==> config.mk <==
export PLATFORM = sky130hd
export DESIGN_NAME = iirdf1_csr
export DESIGN_NICKNAME = d
export VERILOG_FILES = /design/src/iirdf1_pkg.sv /design/src/iirdf1_csr.sv
export SDC_FILE = /design/constraint.sdc
export NUM_CORES = 1
export LEC_CHECK = 0
export ABC_AREA = 0
export BUFFER_PORTS_ARGS = -buffer_cell sky130_fd_sc_hd__buf_2
export CORE_UTILIZATION = 46
export CTS_CLUSTER_SIZE = 28
export DETAILED_ROUTE_END_ITERATION = 8
export HOLD_SLACK_MARGIN = 0.1
export PLACE_DENSITY = 0.81
export SLEW_MARGIN = 0
export SYNTH_ARGS = -nofsm -noshare
export SYNTH_HDL_FRONTEND = slang
export SYNTH_SLANG_ARGS = --single-unit
==> constraint.sdc <==
create_clock -name clock -period 1.3 [get_ports clock]
set_clock_uncertainty 0.2 [all_clocks]
set_input_delay 0.195 -clock clock [delete_from_list [all_inputs] [get_ports clock]]
set_output_delay 0.195 -clock clock [all_outputs]
set_load 0.02 [all_outputs]
==> src/iirdf1_pkg.sv <==
// Shared types and constants for the direct-form-I recursive filter.
package iirdf1_pkg;

   // Sample and coefficient formats
   localparam int SampleWidth = 16;
   localparam int CoefWidth   = 16;
   localparam int FracBits    = 14;

   // Filter tap count and delay line depth
   localparam int FilterTaps = 4;
   localparam int HistDepth  = 3;

   // Accumulator: one product, plus three guard bits for seven terms
   localparam int ProdWidth = SampleWidth + CoefWidth;
   localparam int AccWidth  = ProdWidth + 3;

   // Register file
   localparam int NumRegs       = 7;
   localparam int CsrIndexWidth = 3;

   localparam logic [CsrIndexWidth-1:0] RegFeed0 = 3'd0;
   localparam logic [CsrIndexWidth-1:0] RegFeed1 = 3'd1;
   localparam logic [CsrIndexWidth-1:0] RegFeed2 = 3'd2;
   localparam logic [CsrIndexWidth-1:0] RegFeed3 = 3'd3;
   localparam logic [CsrIndexWidth-1:0] RegBack1 = 3'd4;
   localparam logic [CsrIndexWidth-1:0] RegBack2 = 3'd5;
   localparam logic [CsrIndexWidth-1:0] RegBack3 = 3'd6;

   // Reset of feed_coef_0 is 1.0 in Q2.14
   localparam logic [CoefWidth-1:0] Feed0Reset = CoefWidth'(1 << FracBits);

   // Coefficient set: feed[0..3] is b0..b3, back[0..2] is a1..a3
   typedef struct packed {
      logic [HistDepth:0][CoefWidth-1:0]   feed;
      logic [HistDepth-1:0][CoefWidth-1:0] back;
   } coef_set_type;

endpackage

==> src/iirdf1_csr.sv <==
// Coefficient register file with its write port.
module iirdf1_csr (
   input  logic                                    clock,
   input  logic                                    reset,
   input  logic                                    csr_valid,
   output logic                                    csr_ready,
   input  logic [iirdf1_pkg::CsrIndexWidth-1:0]    csr_index,
   input  logic [iirdf1_pkg::CoefWidth-1:0]        csr_wdata,
   output iirdf1_pkg::coef_set_type                coef
);
   import iirdf1_pkg::*;

   coef_set_type coef_ff;
   coef_set_type coef_in;

   // Writes are always taken
   assign csr_ready = 1'b1;
   assign coef      = coef_ff;

   // Decode register index; indexes past the last register are dropped
   always_comb begin
      coef_in = coef_ff;
      if (csr_valid) begin
         case (csr_index)
            RegFeed0: coef_in.feed[0] = csr_wdata;
            RegFeed1: coef_in.feed[1] = csr_wdata;
            RegFeed2: coef_in.feed[2] = csr_wdata;
            RegFeed3: coef_in.feed[3] = csr_wdata;
            RegBack1: coef_in.back[0] = csr_wdata;
            RegBack2: coef_in.back[1] = csr_wdata;
            RegBack3: coef_in.back[2] = csr_wdata;
            default:  coef_in = coef_ff;
         endcase
      end
   end

   always_ff @(posedge clock) begin
      if (reset) begin
         coef_ff         <= '0;
         coef_ff.feed[0] <= Feed0Reset;
      end else begin
         coef_ff <= coef_in;
      end
   end

endmodule
# Yosys cells after proc, flatten, opt, wreduce, memory -nomap -nowiden
# Cells that the tools add are included.
word_totals:
  regBits: 112
  in_bits: 22
  out_inout_bits: 113
  elab_cells: 21
classes:
  n_eq_ne: 6
  reduce_logical: 8
op_table:
  columns: ["operator", "n"]
  rows:
  - ["AND reduction 2 bit", 7]
  - ["equality test 3 bit, second input constant", 3]
  - ["equality test 3 x 2 -> 1 bit, second input constant", 2]
  - ["equality test 3 x 1 -> 1 bit, second input constant", 1]
  - ["zero test 3 bit", 1]

# Longest topological paths before layout
# Gate-level depths: netlist of the first run.
logic_depth:
  word_depth: 2
  mapped_depth: 4
  depth_no_buf: 2

# Worst setup path before layout of the first run
# OpenSTA, ideal clock, no wires.
synth_path:
  path_type: "input to register"
  startpoint: "input port csr_index[1] in the netlist's numbering"
  endpoint: "register coef_ff (netlist bit coef[56])"
  setup_time_ns: 0.125
  t_arrival_ns: 1.108
  required_ns: 0.975
  path_slack_ns: -0.133
  stages: 4
  path_buffers: 2
  cell_sequence: "or4b_1 > buf_6 > buf_12 > mux2i_1"
synth_between:
  elab_chain_cells: 2
synth_lines:
  columns: ["element", "line_no", "rtl"]
  rows:
  - ["start, declared", "iirdf1_csr.sv:7", "input logic [iirdf1_pkg::CsrIndexWidth-1:0] csr_index,"]
  - ["zero test 3 bit", "iirdf1_csr.sv:24", "case (csr_index)"]
  - ["AND reduction 2 bit (no source line)", null, null]
  - ["end signal, assigned", "iirdf1_csr.sv:42", "coef_ff <= coef_in;"]
  - ["end, declared", "iirdf1_csr.sv:13", "coef_set_type coef_ff;"]
# Every way passes these cells.
# A chain may end at the register's enable or synchronous reset.

# Worst setup path in the final report of the first run
layout_path:
  startpoint: "register coef_ff (netlist bit coef[76])"
  endpoint: "output port coef[76] in the netlist's numbering"
layout_rtl:
  columns: ["element", "line_no", "rtl"]
  rows:
  - ["end, declared", "iirdf1_csr.sv:9", "output iirdf1_pkg::coef_set_type coef"]
# No word-level cell between the ends.

==> metrics.yaml, run 1 <==
job:
  drv_cap: 0
setup_path:
  worst-path-max-fanout: 2
  cp.arrival_ns: 0.87
  crit_type: "reg -> out"
  required_ns: 0.90
  cp_top_family: "flip-flops"
  slowest_stage: "dfxtp_1"
  startpoint_type: "register"
  path_buf_inv: 1
  path_cells: "buf_4"
  cp-end-kind: "primary output"
  slowest_delay_ns: 0.36
die:
  coreArea_um2: 9240
  dieArea_um2: 9967
  rows: 35
  chipWidth_um: 99.84
  die_h_um: 99.84
  io_pins: 135
  initial_core_util_pct: 47.65
outcome:
  outcome: "complete, no violations"
final_layout:
  drive_gt1_share_pct: 43.80
  most-common-layout-cells: "nand2b_1 (127), buf_4 (115), mux2i_1 (112)"
  layout_commonest_cell: "nand2b_1"
  n_antenna_cell: 0
  largest_register_ff_count: 112
  nets: 549
  syn_to_final_growth_pct: 33.93
synth:
  yosysWarnings: 0
  syn-num-nets: 413
  syn_area_per_cell_um2: 11.26
  yosys.cell_types.count: 15
  ys_seq_area_share_pct: 50.92
  synthesis.area_um2: 4403
  syn_inst: 391
  ys_seq_elements: 112
power_and_ir_drop:
  p_seq_share_pct: 57.4
  p_switching_mw: 1.605
  p_comb_share_pct: 10.7
  peakVddDrop_mv: 0.6126
  clockPowerShare_pct: 32.0
  p_per_area_nw_per_um2: 1051
  power_mw: 6.199
  internal_power_mw: 4.594
  leakagePower_nw: 2.994
  switching_share_pct: 25.89
routing:
  vias: 3191
  drtPass1Iterations: 4
  wl_per_cell_um: 16.49
  post-route-drc-count: 0
  viasPerCell: 4.828
  wl_um: 10900
  ant_nets: 0
  dr.first_iter.drc_count: 104
hold_path:
  hold_class: "in -> reg"
timing:
  hold_viol_final: 0
  layout_setup_ws_ns: 0.03383
  finalCritPeriodShare_pct: 97.40
  setup_violations: 0
  min_period_ns: 1.266
  slew_violations: 0
  rsz0062_at_grt: "yes"
  max_freq_mhz: 789.8
placement:
  place_ws_ns: -0.2160
  place_congestion: 0.7626
  portBuffers: 133
  hpwlAfterDp_um: 7309
cts:
  cts_sinks: 112
  cts_buffer_depth: 2
  clk_pin_slew_worst_paths_ns: 0.11
  cts_tree: "yes"
  cts_inserted_buffers: 9
  htree_num_levels: 3
  worstSkewPairLatency_ns: 0.36
  post_cts_buffers: 0
  cts_root_buffer: "clkbuf_8"
global_routing:
  overflow: 0
  grt_pass1_vias: 3185
  grtUsageTotal_pct: 22.24
  antenna_found_initial: 0
  grt_pass1_wl_um: 16780
  grt_max_degree: 53
==> area by class of cell <==
class	instances	area [um2]
Sequential cell	112	2323
Tap cell	129	161.4
Clock inverter	6	51.30
Clock buffer	10	137.6
Multi-Input combinational cell	250	2017
Fill cell	739	3343
Timing Repair Buffer	154	1206
==> worst paths after layout <==
check | startpoint | endpoint | slack [ns] | depth (start not counted)
worst max-delay path | coef[76]$_SDFFE_PP0P_ | coef[76] | 0.03 | 1
worst min register to register | coef[91]$_SDFFE_PP0P_ | coef[91]$_SDFFE_PP0P_ | 0.28 | 2
worst min-delay path | reset | coef[72]$_SDFFE_PP0P_ | 0.09 | 4
worst max register to register | coef[56]$_SDFFE_PP0P_ | coef[56]$_SDFFE_PP0P_ | 0.44 | 2
==> power by group through the flow <==
stage / Clock, mW / Sequential, mW / Combinational (mW)
2_1_floorplan: 0 / 3.71 / 0.279
3_3_place_gp: 0 / 3.62 / 0.599
3_5_place_dp: 0 / 3.62 / 0.611
4_1_cts: 2.03 / 3.55 / 0.638
5_1_grt: 2.16 / 3.57 / 0.704
6_report: 1.98 / 3.56 / 0.662
==> cells by family (layout without fill, tap and decap cells) <==
kind of cell / after synthesis / after routing / synth area share [%]
buffers and inverters: 29 / 170 / 3.495
multiplexers: 112 / 112 / 25.46
other: 1 / 1 / 0.08517
AND/OR/NAND/NOR: 137 / 137 / 20.03
flip-flops: 112 / 112 / 50.92
==> layer usage <==
layer  GRT usage, %  routed length (um)  part of all wire [%]  up-vias
met4          7.240                 155                   1.4        0
met2          37.14                5119                    47       98
met3          5.084                 562                   5.2       13
met5              0                   0                     0        -
li1               -                   -                     -     1565
met1          28.50                5060                    46     1515
==> repair_timing <==
action	4_1_cts	5_1_grt
endpoints found under the hold margin	9	0
pin swaps	0	0
gates resized for setup	34	142
hold buffers	5	0
endpoints found under the setup margin	29	107
==> stage by stage <==
| step | hold WS (ns) | instance area [um2] | utilization, % | cells | TNS [ns] |
|---|---|---|---|---|---|
| floorplan | 0.1622 | 4417 | - | 391 | -1.172 |
| global placement | 0.2565 | 5306 | 57.43 | 640 | -7.973 |
| detailed placement | 0.2619 | 5306 | 57.43 | 640 | -10.37 |
| CTS | 0.09058 | 5624 | 60.87 | 661 | 0 |
| global route | 0.1049 | 5897 | 63.82 | 661 | -0.02487 |
| finish | 0.09166 | 5897 | 63.82 | 661 | 0 |
==> cells in the mapped netlist <==
cell type / n / area share, %
nand4b_1: 3 / 0.60
buf_2: 11 / 1.3
dfxtp_1: 112 / 51
buf_4: 2 / 0.34
nor2_1: 2 / 0.17
buf_6: 1 / 0.26
buf_12: 1 / 0.45
nand4bb_1: 2 / 0.51
nor4b_1: 1 / 0.20
and4bb_2: 1 / 0.28
mux2i_1: 112 / 25
clkbuf_1: 14 / 1.2
conb_1: 1 / 0.085
or4b_1: 1 / 0.23
nand2b_1: 127 / 18
Note: power is estimated with default switching activity, not from simulation.
==> run 2, diff against run 1 <==
Settings changed: CORE_UTILIZATION 46 to 51, PLACE_DENSITY 0.81 to 0.84.
Clock period 1.3 ns to 1.25 ns, I/O delays scaled along.
==> metrics.yaml, run 2 (same netlist as run 1, synthesis figures left out) <==
routing:
  drtPass1Iterations: 4  # unchanged
  viasPerCell: 5.101  # +5.7%
  vias: 3336  # +4.5%
  post-route-drc-count: 0  # unchanged
  wl_um: 11260  # +3.3%
  ant_nets: 0  # unchanged
  dr.first_iter.drc_count: 86  # -17%
  wl_per_cell_um: 17.22  # +4.4%
global_routing:
  antenna_found_initial: 0  # unchanged
  grtUsageTotal_pct: 23.97  # +1.7 points
  grt_pass1_wl_um: 16160  # -3.7%
  overflow: 0  # unchanged
  grt_max_degree: 43  # -19%
  grt_pass1_vias: 3103  # -2.6%
placement:
  portBuffers: 133  # unchanged
  numPlacedInstances: 619  # -3.3%
  place_ws_ns: -0.2575  # -0.04143 ns
  placed_area_um2: 5299  # -0.14%
  place_congestion: 0.7621  # about the same
  hpwlAfterDp_um: 7210  # -1.4%
job:
  drv_cap: 0  # unchanged
final_layout:
  design_area_um2: 6376  # +8.1%
  drive_gt1_share_pct: 54.10  # +10 points
  instances_no_fill: 654  # -1.1%
  fill_cells: 554  # -25%
  syn_to_final_growth_pct: 44.81
  multi_input_area_um2: 2017  # unchanged
  layout_commonest_cell: "nand2b_1"
  largest_register_ff_count: 112  # unchanged
  finalCoreUtilization_pct: 76.83  # +13 points
  n_antenna_cell: 0  # unchanged
  seq_area_um2: 2380  # +2.4%
  nets: 568  # +3.5%
  most-common-layout-cells: "nand2b_1 (127), mux2i_1 (112), dfxtp_2 (110)"
timing:
  hold_viol_final: 0  # unchanged
  finalSetupTns_ns: 0  # unchanged
  whs_ns: 0.08987  # -0.001792 ns
  slew_violations: 0  # unchanged
  rsz0062_at_grt: "yes"
  finalCritPeriodShare_pct: 98.82
  min_period_ns: 1.235
  layout_setup_ws_ns: 0.01472  # -0.01911 ns
  max_freq_mhz: 809.5
  setup_violations: 0  # unchanged
setup_path:
  slowest_stage: "dfxtp_2"
  cp.arrival_ns: 0.85  # -0.02 ns
  path_cells: "buf_6"
  cp-end-kind: "primary output"
  slowest_delay_ns: 0.37  # about the same
  worst-path-max-fanout: 2  # unchanged
  path_buf_inv: 1  # unchanged
  required_ns: 0.86  # -0.04 ns
  cp_top_family: "flip-flops"
  crit_type: "reg -> out"
  startpoint_type: "register"
die:
  coreArea_um2: 8299  # -10%
  chipWidth_um: 94.92  # -4.9%
  rows: 33  # -5.7%
  die_h_um: 94.92  # -4.9%
  initial_core_util_pct: 53.05  # +5.4 points
  dieArea_um2: 9009  # -9.6%
  io_pins: 135  # unchanged
cts:
  cts_buffer_depth: 2  # unchanged
  cts_tree: "yes"
  htree_num_levels: 3  # unchanged
  worstSkewPairLatency_ns: 0.36  # about the same
  cts_hold_buf: 3  # -2
  cts_root_buffer: "clkbuf_8"
  cts_sinks: 112  # unchanged
  clk_pin_slew_worst_paths_ns: 0.11  # about the same
  cts_inserted_buffers: 9  # unchanged
power_and_ir_drop:
  peakVddDrop_mv: 0.6323  # +3.2%
  leakagePower_nw: 3.182  # +6.3%
  p_per_area_nw_per_um2: 1056  # +0.45%
  power_mw: 6.732  # +8.6%
hold_path:
  hold_class: "in -> reg"
outcome:
  outcome: "complete, no violations"
## run 2: changes by cell type in the layout (fill, tap and decap cells not counted), moves of 2 or more
| cell | before | now |
|---|---|---|
| clkinvlp_4 | 3 | 1 |
| buf_2 | 26 | 21 |
| buf_4 | 115 | 64 |
| bufinv_16 | 0 | 2 |
| dfxtp_1 | 47 | 2 |
| dfxtp_2 | 65 | 110 |
| buf_6 | 0 | 77 |
## run 2: worst paths after layout
path / from / to / slack [ns] / cells after the start
max: coef[58]$_SDFFE_PP0P_ / coef[58] / 0.01 / 1
max reg2reg: coef[93]$_SDFFE_PP0P_ / coef[93]$_SDFFE_PP0P_ / 0.27 / 3
min reg2reg: coef[90]$_SDFFE_PP0P_ / coef[90]$_SDFFE_PP0P_ / 0.28 / 2
min: reset / coef[62]$_SDFFE_PP1P_ / 0.09 / 4
## run 2: metal layers
metal / vias up / track usage, % / wire length (um) / part of all wire, %
met5: - / 0 / 0 / 0
li1: 1593 / - / - / -
met2: 95 / 39.45 / 5557 / 49
met3: 15 / 5.797 / 650 / 5.8
met1: 1633 / 30.58 / 4899 / 43
met4: 0 / 8.333 / 157 / 1.4
## run 2: report_power, final
| part | switching (mW) | total [mW] | internal (mW) |
|---|---|---|---|
| Clock | 1.16 | 2.28 | 1.11 |
| Sequential | 0.0560 | 3.71 | 3.66 |
| Combinational | 0.372 | 0.742 | 0.370 |
| Total | 1.59 | 6.73 | 5.14 |
## run 2: worst min-delay path, delay by kind of cell
family / cells / cell delay [ns]
simple gates: 1 / 0.08
buf+inv: 2 / 0.28
mux: 1 / 0.07
## run 2: cell type report
class                   count  area share [%]
repair buffers            173           25.77
clock inverters             5           1.276
flip-flops and latches    112           37.32
clock buffers               9           1.943
multi-input cells         250           31.63
well taps                 105           2.060
## run 2: repair_timing
action / in CTS / in global routing
endpoints found under the setup margin: 108 / 105
setup buffers: 2 / 16
endpoints found under the hold margin: 26 / 4
resized for setup: 177 / 122
